==> config.mk <==
export PLATFORM = sky130hd
export DESIGN_NAME = crc8_response_frame_builder
export DESIGN_NICKNAME = d
export VERILOG_FILES = /design/src/design/crc8rfb_pkg.sv /design/src/design/crc8rfb_in_stage.sv /design/src/design/crc8rfb_frame_ctl.sv /design/src/design/crc8rfb_out_stage.sv /design/src/design/crc8_response_frame_builder.sv
export VERILOG_INCLUDE_DIRS = /design/src /design/src/design
export SDC_FILE = /design/constraint.sdc
export NUM_CORES = 1
export LEC_CHECK = 0
export BUFFER_PORTS_ARGS = -buffer_cell sky130_fd_sc_hd__clkbuf_2
export CAP_MARGIN = 20
export CORE_MARGIN = 3
export CORE_UTILIZATION = 50
export DETAILED_ROUTE_END_ITERATION = 7
export GPL_TIMING_DRIVEN = 0
export PLACE_DENSITY_LB_ADDON = 0.12
export SETUP_SLACK_MARGIN = 0.15
export SLEW_MARGIN = 15
export SYNTH_ARGS = -nofsm -noshare
export SYNTH_HDL_FRONTEND = slang
export SYNTH_SLANG_ARGS = --single-unit
==> constraint.sdc <==
create_clock -name clk -period 3.7 [get_ports clk]
set_input_delay 0.555 -clock clk [delete_from_list [all_inputs] [get_ports clk]]
set_output_delay 0.555 -clock clk [all_outputs]
set_load 0.03 [all_outputs]
==> src/design/crc8_response_frame_builder_assert.svh <==
// Assertion macros for the response frame builder.
// They expect clk and rst to be in scope where they are used.
`ifndef CRC8_RESPONSE_FRAME_BUILDER_ASSERT_SVH
`define CRC8_RESPONSE_FRAME_BUILDER_ASSERT_SVH
`ifndef ASSERT_OFF
// Same-cycle implication.
`define CRC8RFB_ASSERT_IMP(lbl, ante, cons, msg) \
  lbl: assert property (@(posedge clk) disable iff (rst) (ante) |-> (cons)) \
    else $error(msg);
// Next-cycle implication.
`define CRC8RFB_ASSERT_NXT(lbl, ante, cons, msg) \
  lbl: assert property (@(posedge clk) disable iff (rst) (ante) |=> (cons)) \
    else $error(msg);
`else
`define CRC8RFB_ASSERT_IMP(lbl, ante, cons, msg)
`define CRC8RFB_ASSERT_NXT(lbl, ante, cons, msg)
`endif
`endif

==> src/design/crc8rfb_pkg.sv <==
`default_nettype none

package crc8rfb_pkg;

  localparam logic [7:0] SYNC_BYTE = 8'h5B;

  localparam logic OP_START   = 1'b0;
  localparam logic OP_PAYLOAD = 1'b1;

  // x^(8+i) mod (x^8 + x^7 + x^2 + 1), i = 0..7
  localparam logic [7:0] X8_COL [8] = '{
    8'h85, 8'h8F, 8'h9B, 8'hB3, 8'hE3, 8'h43, 8'h86, 8'h89
  };
  // x^(16+i) mod the same polynomial
  localparam logic [7:0] X16_COL [8] = '{
    8'h97, 8'hAB, 8'hD3, 8'h23, 8'h46, 8'h8C, 8'h9D, 8'hBF
  };

  typedef struct packed {
    logic       opcode;
    logic [7:0] frame_code;
    logic [7:0] frame_length;
    logic [7:0] payload_byte;
  } item_t;

  // Up to four result bytes of one item, sent from index 0 to last.
  typedef struct packed {
    logic [3:0][7:0] bytes;
    logic [1:0]      last;
    logic            has_check;
  } burst_t;

  // c * x^8 mod P: the CRC register after eight zero bits are shifted in.
  function automatic logic [7:0] crc_x8(input logic [7:0] c);
    logic [7:0] r;
    r = '0;
    for (int i = 0; i < 8; i++) begin
      if (c[i]) r = r ^ X8_COL[i];
    end
    return r;
  endfunction

  // c * x^16 mod P
  function automatic logic [7:0] crc_x16(input logic [7:0] c);
    logic [7:0] r;
    r = '0;
    for (int i = 0; i < 8; i++) begin
      if (c[i]) r = r ^ X16_COL[i];
    end
    return r;
  endfunction

  // Sync byte times x^8; XOR in the code to get the CRC register after
  // sync and code, starting from zero.
  localparam logic [7:0] CRC_SYNC = crc_x8(SYNC_BYTE);

endpackage

`default_nettype wire

==> src/design/crc8rfb_in_stage.sv <==
`default_nettype none

module crc8rfb_in_stage (
  input  wire logic               clk,
  input  wire logic               rst,
  input  wire logic               in_valid,
  output logic                    in_stall,
  input  wire logic               opcode,
  input  wire logic [7:0]         frame_code,
  input  wire logic [7:0]         frame_length,
  input  wire logic [7:0]         payload_byte,
  input  wire logic               take,
  output logic                    item_valid,
  output crc8rfb_pkg::item_t      item
);
  import crc8rfb_pkg::*;

  logic accept;

  assign in_stall = item_valid & ~take;
  assign accept   = in_valid & ~in_stall;

  always_ff @(posedge clk) begin
    if (rst) begin
      item_valid <= 1'b0;
    end else if (accept) begin
      item_valid <= 1'b1;
    end else if (take) begin
      item_valid <= 1'b0;
    end
  end

  always_ff @(posedge clk) begin
    if (accept) begin
      item.opcode       <= opcode;
      item.frame_code   <= frame_code;
      item.frame_length <= frame_length;
      item.payload_byte <= payload_byte;
    end
  end

endmodule

`default_nettype wire

==> src/design/crc8rfb_frame_ctl.sv <==
`default_nettype none

module crc8rfb_frame_ctl (
  input  wire logic                clk,
  input  wire logic                rst,
  input  wire logic                item_valid,
  input  wire crc8rfb_pkg::item_t  item,
  input  wire logic                burst_free,
  output logic                     take,
  output logic                     burst_load,
  output crc8rfb_pkg::burst_t      burst
);
  import crc8rfb_pkg::*;

  logic [7:0] crc_reg, crc_reg_next;
  logic [7:0] bytes_left, bytes_left_next;
  logic       frame_open, frame_open_next;
  logic       load;
  logic       drop;
  logic [7:0] c2;

  always_comb begin
    burst           = '0;
    load            = 1'b0;
    drop            = 1'b0;
    crc_reg_next    = crc_reg;
    bytes_left_next = bytes_left;
    frame_open_next = frame_open;
    c2              = CRC_SYNC ^ item.frame_code;
    if (item_valid) begin
      unique case (item.opcode)
        OP_START: begin
          load           = 1'b1;
          burst.bytes[0] = SYNC_BYTE;
          burst.bytes[1] = item.frame_code;
          burst.bytes[2] = item.frame_length;
          // zero length: check = crc after length, then zero byte
          burst.bytes[3] = crc_x16(c2);
          if (item.frame_length == 8'd0) begin
            burst.last      = 2'd3;
            burst.has_check = 1'b1;
            crc_reg_next    = '0;
            bytes_left_next = '0;
            frame_open_next = 1'b0;
          end else begin
            burst.last      = 2'd2;
            crc_reg_next    = crc_x8(c2) ^ item.frame_length;
            bytes_left_next = item.frame_length;
            frame_open_next = 1'b1;
          end
        end
        OP_PAYLOAD: begin
          if (frame_open && bytes_left != 8'd0) begin
            load           = 1'b1;
            burst.bytes[0] = item.payload_byte;
            burst.bytes[1] = crc_x16(crc_reg) ^ crc_x8(item.payload_byte);
            if (bytes_left == 8'd1) begin
              burst.last      = 2'd1;
              burst.has_check = 1'b1;
              crc_reg_next    = '0;
              bytes_left_next = '0;
              frame_open_next = 1'b0;
            end else begin
              burst.last      = 2'd0;
              crc_reg_next    = crc_x8(crc_reg) ^ item.payload_byte;
              bytes_left_next = bytes_left - 8'd1;
            end
          end else begin
            drop = 1'b1;  // payload outside a frame
          end
        end
        default: ;
      endcase
    end
  end

  assign burst_load = load & burst_free;
  assign take       = drop | burst_load;

  always_ff @(posedge clk) begin
    if (rst) begin
      crc_reg    <= '0;
      bytes_left <= '0;
      frame_open <= 1'b0;
    end else if (take) begin
      crc_reg    <= crc_reg_next;
      bytes_left <= bytes_left_next;
      frame_open <= frame_open_next;
    end
  end

endmodule

`default_nettype wire

==> src/design/crc8rfb_out_stage.sv <==
`default_nettype none

module crc8rfb_out_stage (
  input  wire logic                clk,
  input  wire logic                rst,
  input  wire logic                burst_load,
  input  wire crc8rfb_pkg::burst_t burst,
  output logic                     burst_free,
  output logic                     out_valid,
  input  wire logic                out_stall,
  output logic [7:0]               tx_byte,
  output logic                     end_of_run,
  output logic                     end_of_frame
);
  import crc8rfb_pkg::*;

  burst_t     burst_q;
  logic [1:0] idx;
  logic       done;

  assign tx_byte      = burst_q.bytes[idx];
  assign end_of_run   = (idx == burst_q.last);
  assign end_of_frame = end_of_run & burst_q.has_check;
  assign done         = out_valid & ~out_stall & end_of_run;
  assign burst_free   = ~out_valid | done;

  always_ff @(posedge clk) begin
    if (rst) begin
      out_valid <= 1'b0;
      idx       <= '0;
    end else if (burst_load) begin
      out_valid <= 1'b1;
      idx       <= '0;
    end else if (done) begin
      out_valid <= 1'b0;
    end else if (out_valid && !out_stall) begin
      idx <= idx + 2'd1;
    end
  end

  always_ff @(posedge clk) begin
    if (burst_load) begin
      burst_q <= burst;
    end
  end

endmodule

`default_nettype wire

==> src/design/crc8_response_frame_builder.sv <==
// Response frame builder with CRC-8 (poly 0x85) check byte.
// Input channel (in_valid / in_stall): one item per handshake. opcode 0
//   starts a frame: sync 0x5B, frame_code, frame_length go out. opcode 1
//   carries one payload byte, passed through while a frame is open and
//   dropped otherwise. A new start abandons an open frame.
// Output channel (out_valid / out_stall): one frame byte per handshake.
//   end_of_run marks the last byte caused by an item, end_of_frame the
//   check byte, which follows the last payload byte (or the header when
//   the length is zero).
// Path: an accepted item is held in the input register, decoded
//   combinationally and loaded into the burst register once it is free.
// Output: the burst register sends one byte per cycle while out_stall is
//   low; a payload item gives one byte (two for the last one, with the check),
//   a start item three (four with zero length). Dropped items give none.
// A stalled receiver holds the current byte; the input register then
//   fills and in_stall rises until the burst drains.
// Reset (rst, synchronous): empties both registers, closes any frame and
//   clears the CRC.
`default_nettype none
`include "crc8_response_frame_builder_assert.svh"

module crc8_response_frame_builder (
  input  wire logic       clk,
  input  wire logic       rst,
  input  wire logic       in_valid,
  output logic            in_stall,
  input  wire logic       opcode,
  input  wire logic [7:0] frame_code,
  input  wire logic [7:0] frame_length,
  input  wire logic [7:0] payload_byte,
  output logic            out_valid,
  input  wire logic       out_stall,
  output logic [7:0]      tx_byte,
  output logic            end_of_run,
  output logic            end_of_frame
);
  import crc8rfb_pkg::*;

  item_t  item;
  logic   item_valid;
  logic   take;
  logic   burst_load;
  logic   burst_free;
  burst_t burst;

  // input register
  crc8rfb_in_stage u_in (
    .clk          (clk),
    .rst          (rst),
    .in_valid     (in_valid),
    .in_stall     (in_stall),
    .opcode       (opcode),
    .frame_code   (frame_code),
    .frame_length (frame_length),
    .payload_byte (payload_byte),
    .take         (take),
    .item_valid   (item_valid),
    .item         (item)
  );

  // frame state and CRC; builds the byte burst of one item
  crc8rfb_frame_ctl u_ctl (
    .clk        (clk),
    .rst        (rst),
    .item_valid (item_valid),
    .item       (item),
    .burst_free (burst_free),
    .take       (take),
    .burst_load (burst_load),
    .burst      (burst)
  );

  // burst register, one byte out per cycle unless out_stall is high
  crc8rfb_out_stage u_out (
    .clk          (clk),
    .rst          (rst),
    .burst_load   (burst_load),
    .burst        (burst),
    .burst_free   (burst_free),
    .out_valid    (out_valid),
    .out_stall    (out_stall),
    .tx_byte      (tx_byte),
    .end_of_run   (end_of_run),
    .end_of_frame (end_of_frame)
  );

  `CRC8RFB_ASSERT_IMP(a_eof_ends_run, out_valid && end_of_frame, end_of_run, "check byte not last")
  `CRC8RFB_ASSERT_NXT(a_run_continues, out_valid && !out_stall && !end_of_run, out_valid, "burst cut short")
  `CRC8RFB_ASSERT_IMP(a_start_not_dropped, take && !burst_load, item.opcode == OP_PAYLOAD, "start dropped")

endmodule

`default_nettype wire
Word level (Yosys, flattened, before mapping)
Index checks and enable logic that the tools add are counted.
Widths: inputs -> output; s select.
{ "word_totals": {"reg_bits": 81, "in_bits": 29, "output_inout_bits": 12, "elab_cells": 277} }
{ "op_classes": {"add_sub_neg": 2, "n_lt_le_gt_ge": 1, "n_eq_ne": 4, "n_mux": 188, "n_bitwise": 54, "n_reduce_logical": 12} }
{ "op_table": {"columns": ["op", "count"], "rows": [
  ["$mux 8", 158],
  ["$not 5->5", 19],
  ["$not 3->3", 15],
  ["$pmux 19 s2", 1],
  ["$mux 7", 5],
  ["$pmux 8 s2", 2],
  ["$xor 8x8->8", 3],
  ["$mux 19", 1],
  ["$bmux 8 s2", 1],
  ["$mux 1", 16],
  ["$not 7->7", 2],
  ["$mux 6", 2],
  ["$eq 8x1->1 const B", 1],
  ["$logic_not 8->1", 1],
  ["$reduce_bool 8->1", 1],
  ["$sub 8x1->8 const B", 1],
  ["$not 1->1", 7],
  ["$and 1x1->1", 6],
  ["$ne 2x1->1 const B", 2],
  ["$pmux 1 s2", 2],
  ["$reduce_and 4->1", 1],
  ["$reduce_bool 2->1", 2],
  ["$reduce_or 2->1", 2],
  ["$lt 2x3->1 const B", 1],
  ["7 further kinds", 9]
]} }

Logic depth before layout (Yosys ltp)
{ "depth": {"depth_word": 51, "ltp_mapped": 9, "ltp_nobuf": 8} }

Cells and area by module
Synthesis repeated with hierarchy kept, for this count alone.
{ "unflattened": {"hier_cells": 354, "area_unflattened_um2": 4280.4} }
{ "modules_own_cells": {"columns": ["mod", "n_inst", "cells_per_inst", "area_each_um2", "seq_area_each_um2"], "rows": [
  ["crc8rfb_frame_ctl", 1, 257, 2045.7, 340.3],
  ["crc8rfb_out_stage", 1, 68, 1433.9, 1111.1],
  ["crc8rfb_in_stage", 1, 29, 800.8, 770.7]
]} }

Least setup slack after synthesis
No wires, ideal clock.
{ "synth_path": {"kind": "reg-to-reg", "from": "register u_ctl.bytes_left[0]", "to": "register, netlist name u_in.item[0]", "setup_ps": 409, "arrival_time_ps": 2749, "t_required_ps": 3291, "slack_ps": 541, "path_stages_with_launch": 8, "path_buffers": 0, "period_less_slack_ps": 3159, "cell_sequence": "dfxtp_1 > inv_1 > ha_1 > nor3b_2 > a21oi_1 > nor2_1 > nor2_1 > nor2b_1"} }
{ "synth_between": {"elab_chain_len": 11, "elab_cells_between_ends": 14, "cone_classes": "mux (6); bitwise (6); reduce/logical (2)"} }
{ "synth_rtl": {"columns": ["element", "line_no", "text"], "rows": [
  ["start, declared", "crc8rfb_frame_ctl.sv:16", "logic [7:0] bytes_left, bytes_left_next;"],
  ["start signal, assigned", "crc8rfb_frame_ctl.sv:87", "bytes_left <= bytes_left_next;"],
  ["$reduce_bool 8->1 (*)", "crc8rfb_frame_ctl.sv:53", "if (frame_open && bytes_left != 8'd0) begin"],
  ["$logic_and 1x1->1 (*)", "crc8rfb_frame_ctl.sv:53", null],
  ["$mux 1", "crc8rfb_frame_ctl.sv:53", null],
  ["$pmux 1 s2", "crc8rfb_frame_ctl.sv:31", "unique case (item.opcode)"],
  ["$mux 1", "crc8rfb_frame_ctl.sv:30", "if (item_valid) begin"],
  ["$and 1x1->1", "crc8rfb_frame_ctl.sv:77", "assign burst_load = load & burst_free;"],
  ["$or 1x1->1 (*)", "crc8rfb_frame_ctl.sv:78", "assign take = drop | burst_load;"],
  ["$not 1->1 (*)", "crc8rfb_in_stage.sv:20", "assign in_stall = item_valid & ~take;"],
  ["$and 1x1->1 (*)", "crc8rfb_in_stage.sv:20", null],
  ["via in_stall", "crc8_response_frame_builder.sv:26", "output logic in_stall,"],
  ["$not 1->1 (*)", "crc8rfb_in_stage.sv:21", "assign accept = in_valid & ~in_stall;"],
  ["$and 1x1->1 (*)", "crc8rfb_in_stage.sv:21", null],
  ["via u_in.accept", "crc8rfb_in_stage.sv:18", "logic accept;"]
]} }
Mark *: on every way through the listed nets, which the timed path passes. The rest lies on a longest branch.
A chain may end at the register's enable or synchronous reset.

Final worst setup path
{ "layout_path": {"from": "register u_ctl.bytes_left[0]", "to": "output in_stall"} }
{ "layout_between": {"elab_chain_len": 9, "elab_cells_between_ends": 12, "cone_classes": "mux (6); bitwise (4); reduce/logical (2)"} }
{ "layout_rtl": {"columns": ["element", "line_no"], "rows": [
  ["$reduce_bool 8->1 (*)", "crc8rfb_frame_ctl.sv:53"],
  ["$logic_and 1x1->1 (*)", "crc8rfb_frame_ctl.sv:53"],
  ["$mux 1", "crc8rfb_frame_ctl.sv:53"],
  ["$pmux 1 s2", "crc8rfb_frame_ctl.sv:31"],
  ["$mux 1", "crc8rfb_frame_ctl.sv:30"],
  ["$and 1x1->1", "crc8rfb_frame_ctl.sv:77"],
  ["$or 1x1->1 (*)", "crc8rfb_frame_ctl.sv:78"],
  ["$not 1->1 (*)", "crc8rfb_in_stage.sv:20"],
  ["$and 1x1->1 (*)", "crc8rfb_in_stage.sv:20"],
  ["end, declared", "crc8_response_frame_builder.sv:26"]
]} }
Mark *: on every way between the ends. The rest lies on a longest branch, timed or not.

==> Implementation_results.wiki <==
{| class="wikitable"
! Metric !! Value
|-
| Antenna violations before repair || 0
|-
| Post-synthesis cell type count || 45
|-
| Post-CTS Setup Inserts || 0
|-
| First-pass GRT wire length || 14100 um
|-
| Weighted congestion reported at the end of routability-driven placement || around 0.85
|-
| Layout Skew || between 0.005 and 0.006 ns
|-
| RSZ-0062 raised after global routing || false
|-
| Post-Synthesis Net Count || just under 400
|-
| Avg Cell Area, Syn || approximately 12 sq um
|-
| Power density over the cells || about 430 mW/mm^2
|-
| Clock root buffer || sky130_fd_sc_hd__clkbuf_8
|-
| Cells after Synth || about 360
|-
| Area growth syn-to-layout || 12.0%
|-
| Shortest period the worst path allows || roughly 3.1 ns
|-
| Via density || 5.35
|-
| Antenna Nets Post-Route || 0
|-
| Cell taking the most area after synthesis || sky130_fd_sc_hd__edfxtp_1
|-
| Yosys warning count || 0
|-
| Clock-pin slew on the worst setup and hold paths || roughly 0.080 ns
|-
| Netlist area before placement || around 0.0042 sq mm
|-
| Global Route met1 Usage || about a quarter
|-
| Tightest Hold Check Type || in -> reg
|-
| Count of port buffers added during placement || 40
|-
| Pin count of the biggest net entering global routing || 44
|-
| Iteration-0 DRC count of the detailed router || 170
|-
| Via count of the first global-routing pass || ~2700
|-
| Flip-flop cell with the highest count after synthesis || sky130_fd_sc_hd__edfxtp_1
|-
| Area enclosed by the die boundary || between 0.009 and 0.01 sq mm
|-
| Maximum clock insertion buffer count || 2
|-
| Largest vdd supply drop || roughly 0.21 mV
|-
| Number of buffers added by the clock tree synthesis step || 9
|-
| Aggregate global routing overflow || 0
|-
| N_diodes || 0
|-
| Leading cell types in the layout, fill and taps excluded || sky130_fd_sc_hd__xnor2_1, sky130_fd_sc_hd__edfxtp_1, sky130_fd_sc_hd__clkbuf_2, sky130_fd_sc_hd__nor2_1, sky130_fd_sc_hd__xor2_1
|-
| Leading cell type in the layout, fill and taps excluded || sky130_fd_sc_hd__xnor2_1
|-
| Setup slack after layout || roughly 0.56 ns
|-
| Fill cell instance count of the final layout || 693
|-
| Final core occ || between 50% and 60%
|-
| Worst slew margin relative to its limit || approximately 50%
|-
| Final net count || 439
|-
| Routed Wire Length || ~8700 um
|-
| Maximum clock frequency || roughly 320 MHz
|-
| Number of placed I/O pins || 41
|-
| Number of synthesized flops with an enable pin || 59
|-
| Latest clock arrival within the worst-skew pair || 0.35 ns
|-
| Leading post-synthesis cells by cell area || sky130_fd_sc_hd__edfxtp_1, sky130_fd_sc_hd__xnor2_1, sky130_fd_sc_hd__dfxtp_1
|-
| Share of the clock period used by the worst path after layout || ~85%
|-
| Number of hold violations in the final report || 0
|-
| Fraction of layout cells with a size suffix above 1 || between 20% and 30%
|-
| Initial core utilization || around 53%
|-
| CTS sink cnt || 80
|-
| Global routing met2 resource utilization || 29.7%
|-
| Proportion of register bits with asynchronous set or reset after synthesis || 0%
|-
| Finished Layout Cells || 515
|-
| Transition at the pin with the smallest max-transition slack || about 0.76 ns
|-
| Vias post-DR || approximately 2800
|-
| Pleak || between 1.5 and 2 nW
|-
| CP Launch Type || flop
|-
| Endpoint class of the critical path || primary output
|-
| Core Rows || 32
|-
| Total core area || 0.00793 sq mm
|-
| Slew Viols, Final || 0
|-
| Die height || slightly below 100 um
|-
| Outcome || finished clean
|-
| Portion of the post-synthesis area used by sequential elements || approximately 52%
|-
| Register ranked first by flip-flop count || u_out.burst_q
|-
| Proportion of netlist area held by the largest area contributor || a little over two fifths
|-
| Crit-path max FO || 8
|-
| Total half-perimeter wirelength after legalization and detailed placement || 6600 um
|-
| Pre-CTS setup slack || between 0.6 and 0.7 ns
|-
| Max FFs per register || 34
|-
| WP data required || approximately 3.1 ns
|-
| CTS tree || built
|-
| Type of the worst setup path || reg -> out
|-
| Number of optimization iterations in the first detailed-route pass || 4
|-
| Post-Place Cells || around 500
|-
| Final routed wire length divided by cell count || about 17 um
|-
| Number of max-cap violations || 0
|-
| Endpoints failing setup || 0
|-
| H-tree lvl count || 3
|-
| Drc violations || 0
|-
| Global-route track usage on met3 || under 10%
|-
| Top Registers || u_out.burst_q (34), u_in.item (25)
|-
| Overall routing resource usage || around a fifth
|-
| Data arrival time of the critical path || around 2.6 ns
|-
| Routing layer with the top usage in global route || met2
|-
| Number of hold buffers added after cts || 0
|-
| Number of storage elements in the synthesis netlist || 80
|-
| Count of instances resized after the clock tree is built || 0
|-
| Die width || between 90 and 100 um
|}
==> per-stage QoR <==
stage | total power [mW] | cell area [sq um] | hold slack [ns] | TNS (ns)
floorplan | 1.38 | 4200 | 0.450 | 0
global placement | 1.48 | 4520 | 0.460 | -6.06
detailed placement | 1.48 | 4540 | 0.482 | 0
CTS | 2.02 | 4700 | 0.359 | 0
global route | 2.10 | 4700 | 0.358 | 0
finish | 2.00 | 4700 | 0.373 | 0
==> synthesized netlist by cell type (7+ instances only) <==
cell                       number
sky130_fd_sc_hd__and2_1         8
sky130_fd_sc_hd__nand2_1       17
sky130_fd_sc_hd__clkbuf_1       9
sky130_fd_sc_hd__o21ai_0       19
sky130_fd_sc_hd__mux4_2         8
sky130_fd_sc_hd__a21oi_1       17
sky130_fd_sc_hd__inv_1         12
sky130_fd_sc_hd__xor2_1        22
sky130_fd_sc_hd__edfxtp_1      59
sky130_fd_sc_hd__nor2_1        26
sky130_fd_sc_hd__xnor2_1       60
sky130_fd_sc_hd__dfxtp_1       21
sky130_fd_sc_hd__a221oi_1       8
sky130_fd_sc_hd__buf_2          7
sky130_fd_sc_hd__nor3_1        14
==> worst max-delay path, cell delays in order (launching register included) <==
cell and delay, ns:
sky130_fd_sc_hd__dfxtp_1 0.40, sky130_fd_sc_hd__inv_1 0.08, sky130_fd_sc_hd__ha_1 0.23, sky130_fd_sc_hd__nor3b_2 0.20, sky130_fd_sc_hd__a21oi_1 0.50, sky130_fd_sc_hd__nor2_1 0.30, sky130_fd_sc_hd__nor2_1 0.27, sky130_fd_sc_hd__clkbuf_2 0.25
==> power by group <==
group / internal (mW) / leakage (nW) / total (mW) / switching (mW)
Sequential: 1.01 / 0.732 / 1.04 / 0.0356
Combinational: 0.200 / 0.900 / 0.419 / 0.219
Clock: 0.236 / 0.0838 / 0.539 / 0.303
Total: 1.44 / 1.72 / 2.00 / 0.557
==> area by class of cell <==
type | instances | area (sq um) | area share (%)
Tap cell | 102 | 128 | 2.72
Inverter | 13 | 48.8 | 1.04
Clock inverter | 7 | 38.8 | 0.825
Buffer | 21 | 114 | 2.42
Multi-Input combinational cell | 242 | 1840 | 39.2
Sequential cell | 80 | 2190 | 46.6
Timing Repair Buffer | 41 | 211 | 4.50
Clock buffer | 9 | 124 | 2.64
==> path summary, 6_finish.rpt <==
path | end | slack (ns) | from | depth (start not counted)
max | in_stall | 0.56 | u_ctl.bytes_left[0]$_SDFFE_PP0P_ | 7
min | u_in.item[18]$_DFFE_PP_ | 0.37 | frame_code[2] | 1
max reg2reg | u_in.item[0]$_DFFE_PP_ | 0.69 | u_ctl.bytes_left[0]$_SDFFE_PP0P_ | 8
min reg2reg | u_ctl.frame_open$_SDFFE_PP0P_ | 0.51 | u_ctl.frame_open$_SDFFE_PP0P_ | 2
==> layer usage <==
layer  vias to the layer above  share of wire [%]
met5                         -                  0
met4                         0                1.5
met3                        12                5.4
met2                        89                 46
met1                      1292                 47
li1                       1363                  -
==> logic make-up (layout without fill, tap and decap cells) <==
group	count (synthesis)	in the layout	synth area share (%)
multiplexers	9	9	4.56
AO/OA/AOI/OAI	57	57	8.38
AND/OR/NAND/NOR	86	86	10.3
flip-flops	80	80	52.3
buffers and inverters	34	91	3.88
adder cells (fa/ha/maj)	2	2	0.596
XOR/XNOR	88	88	20.1
Power figures use the tool's default switching activity.
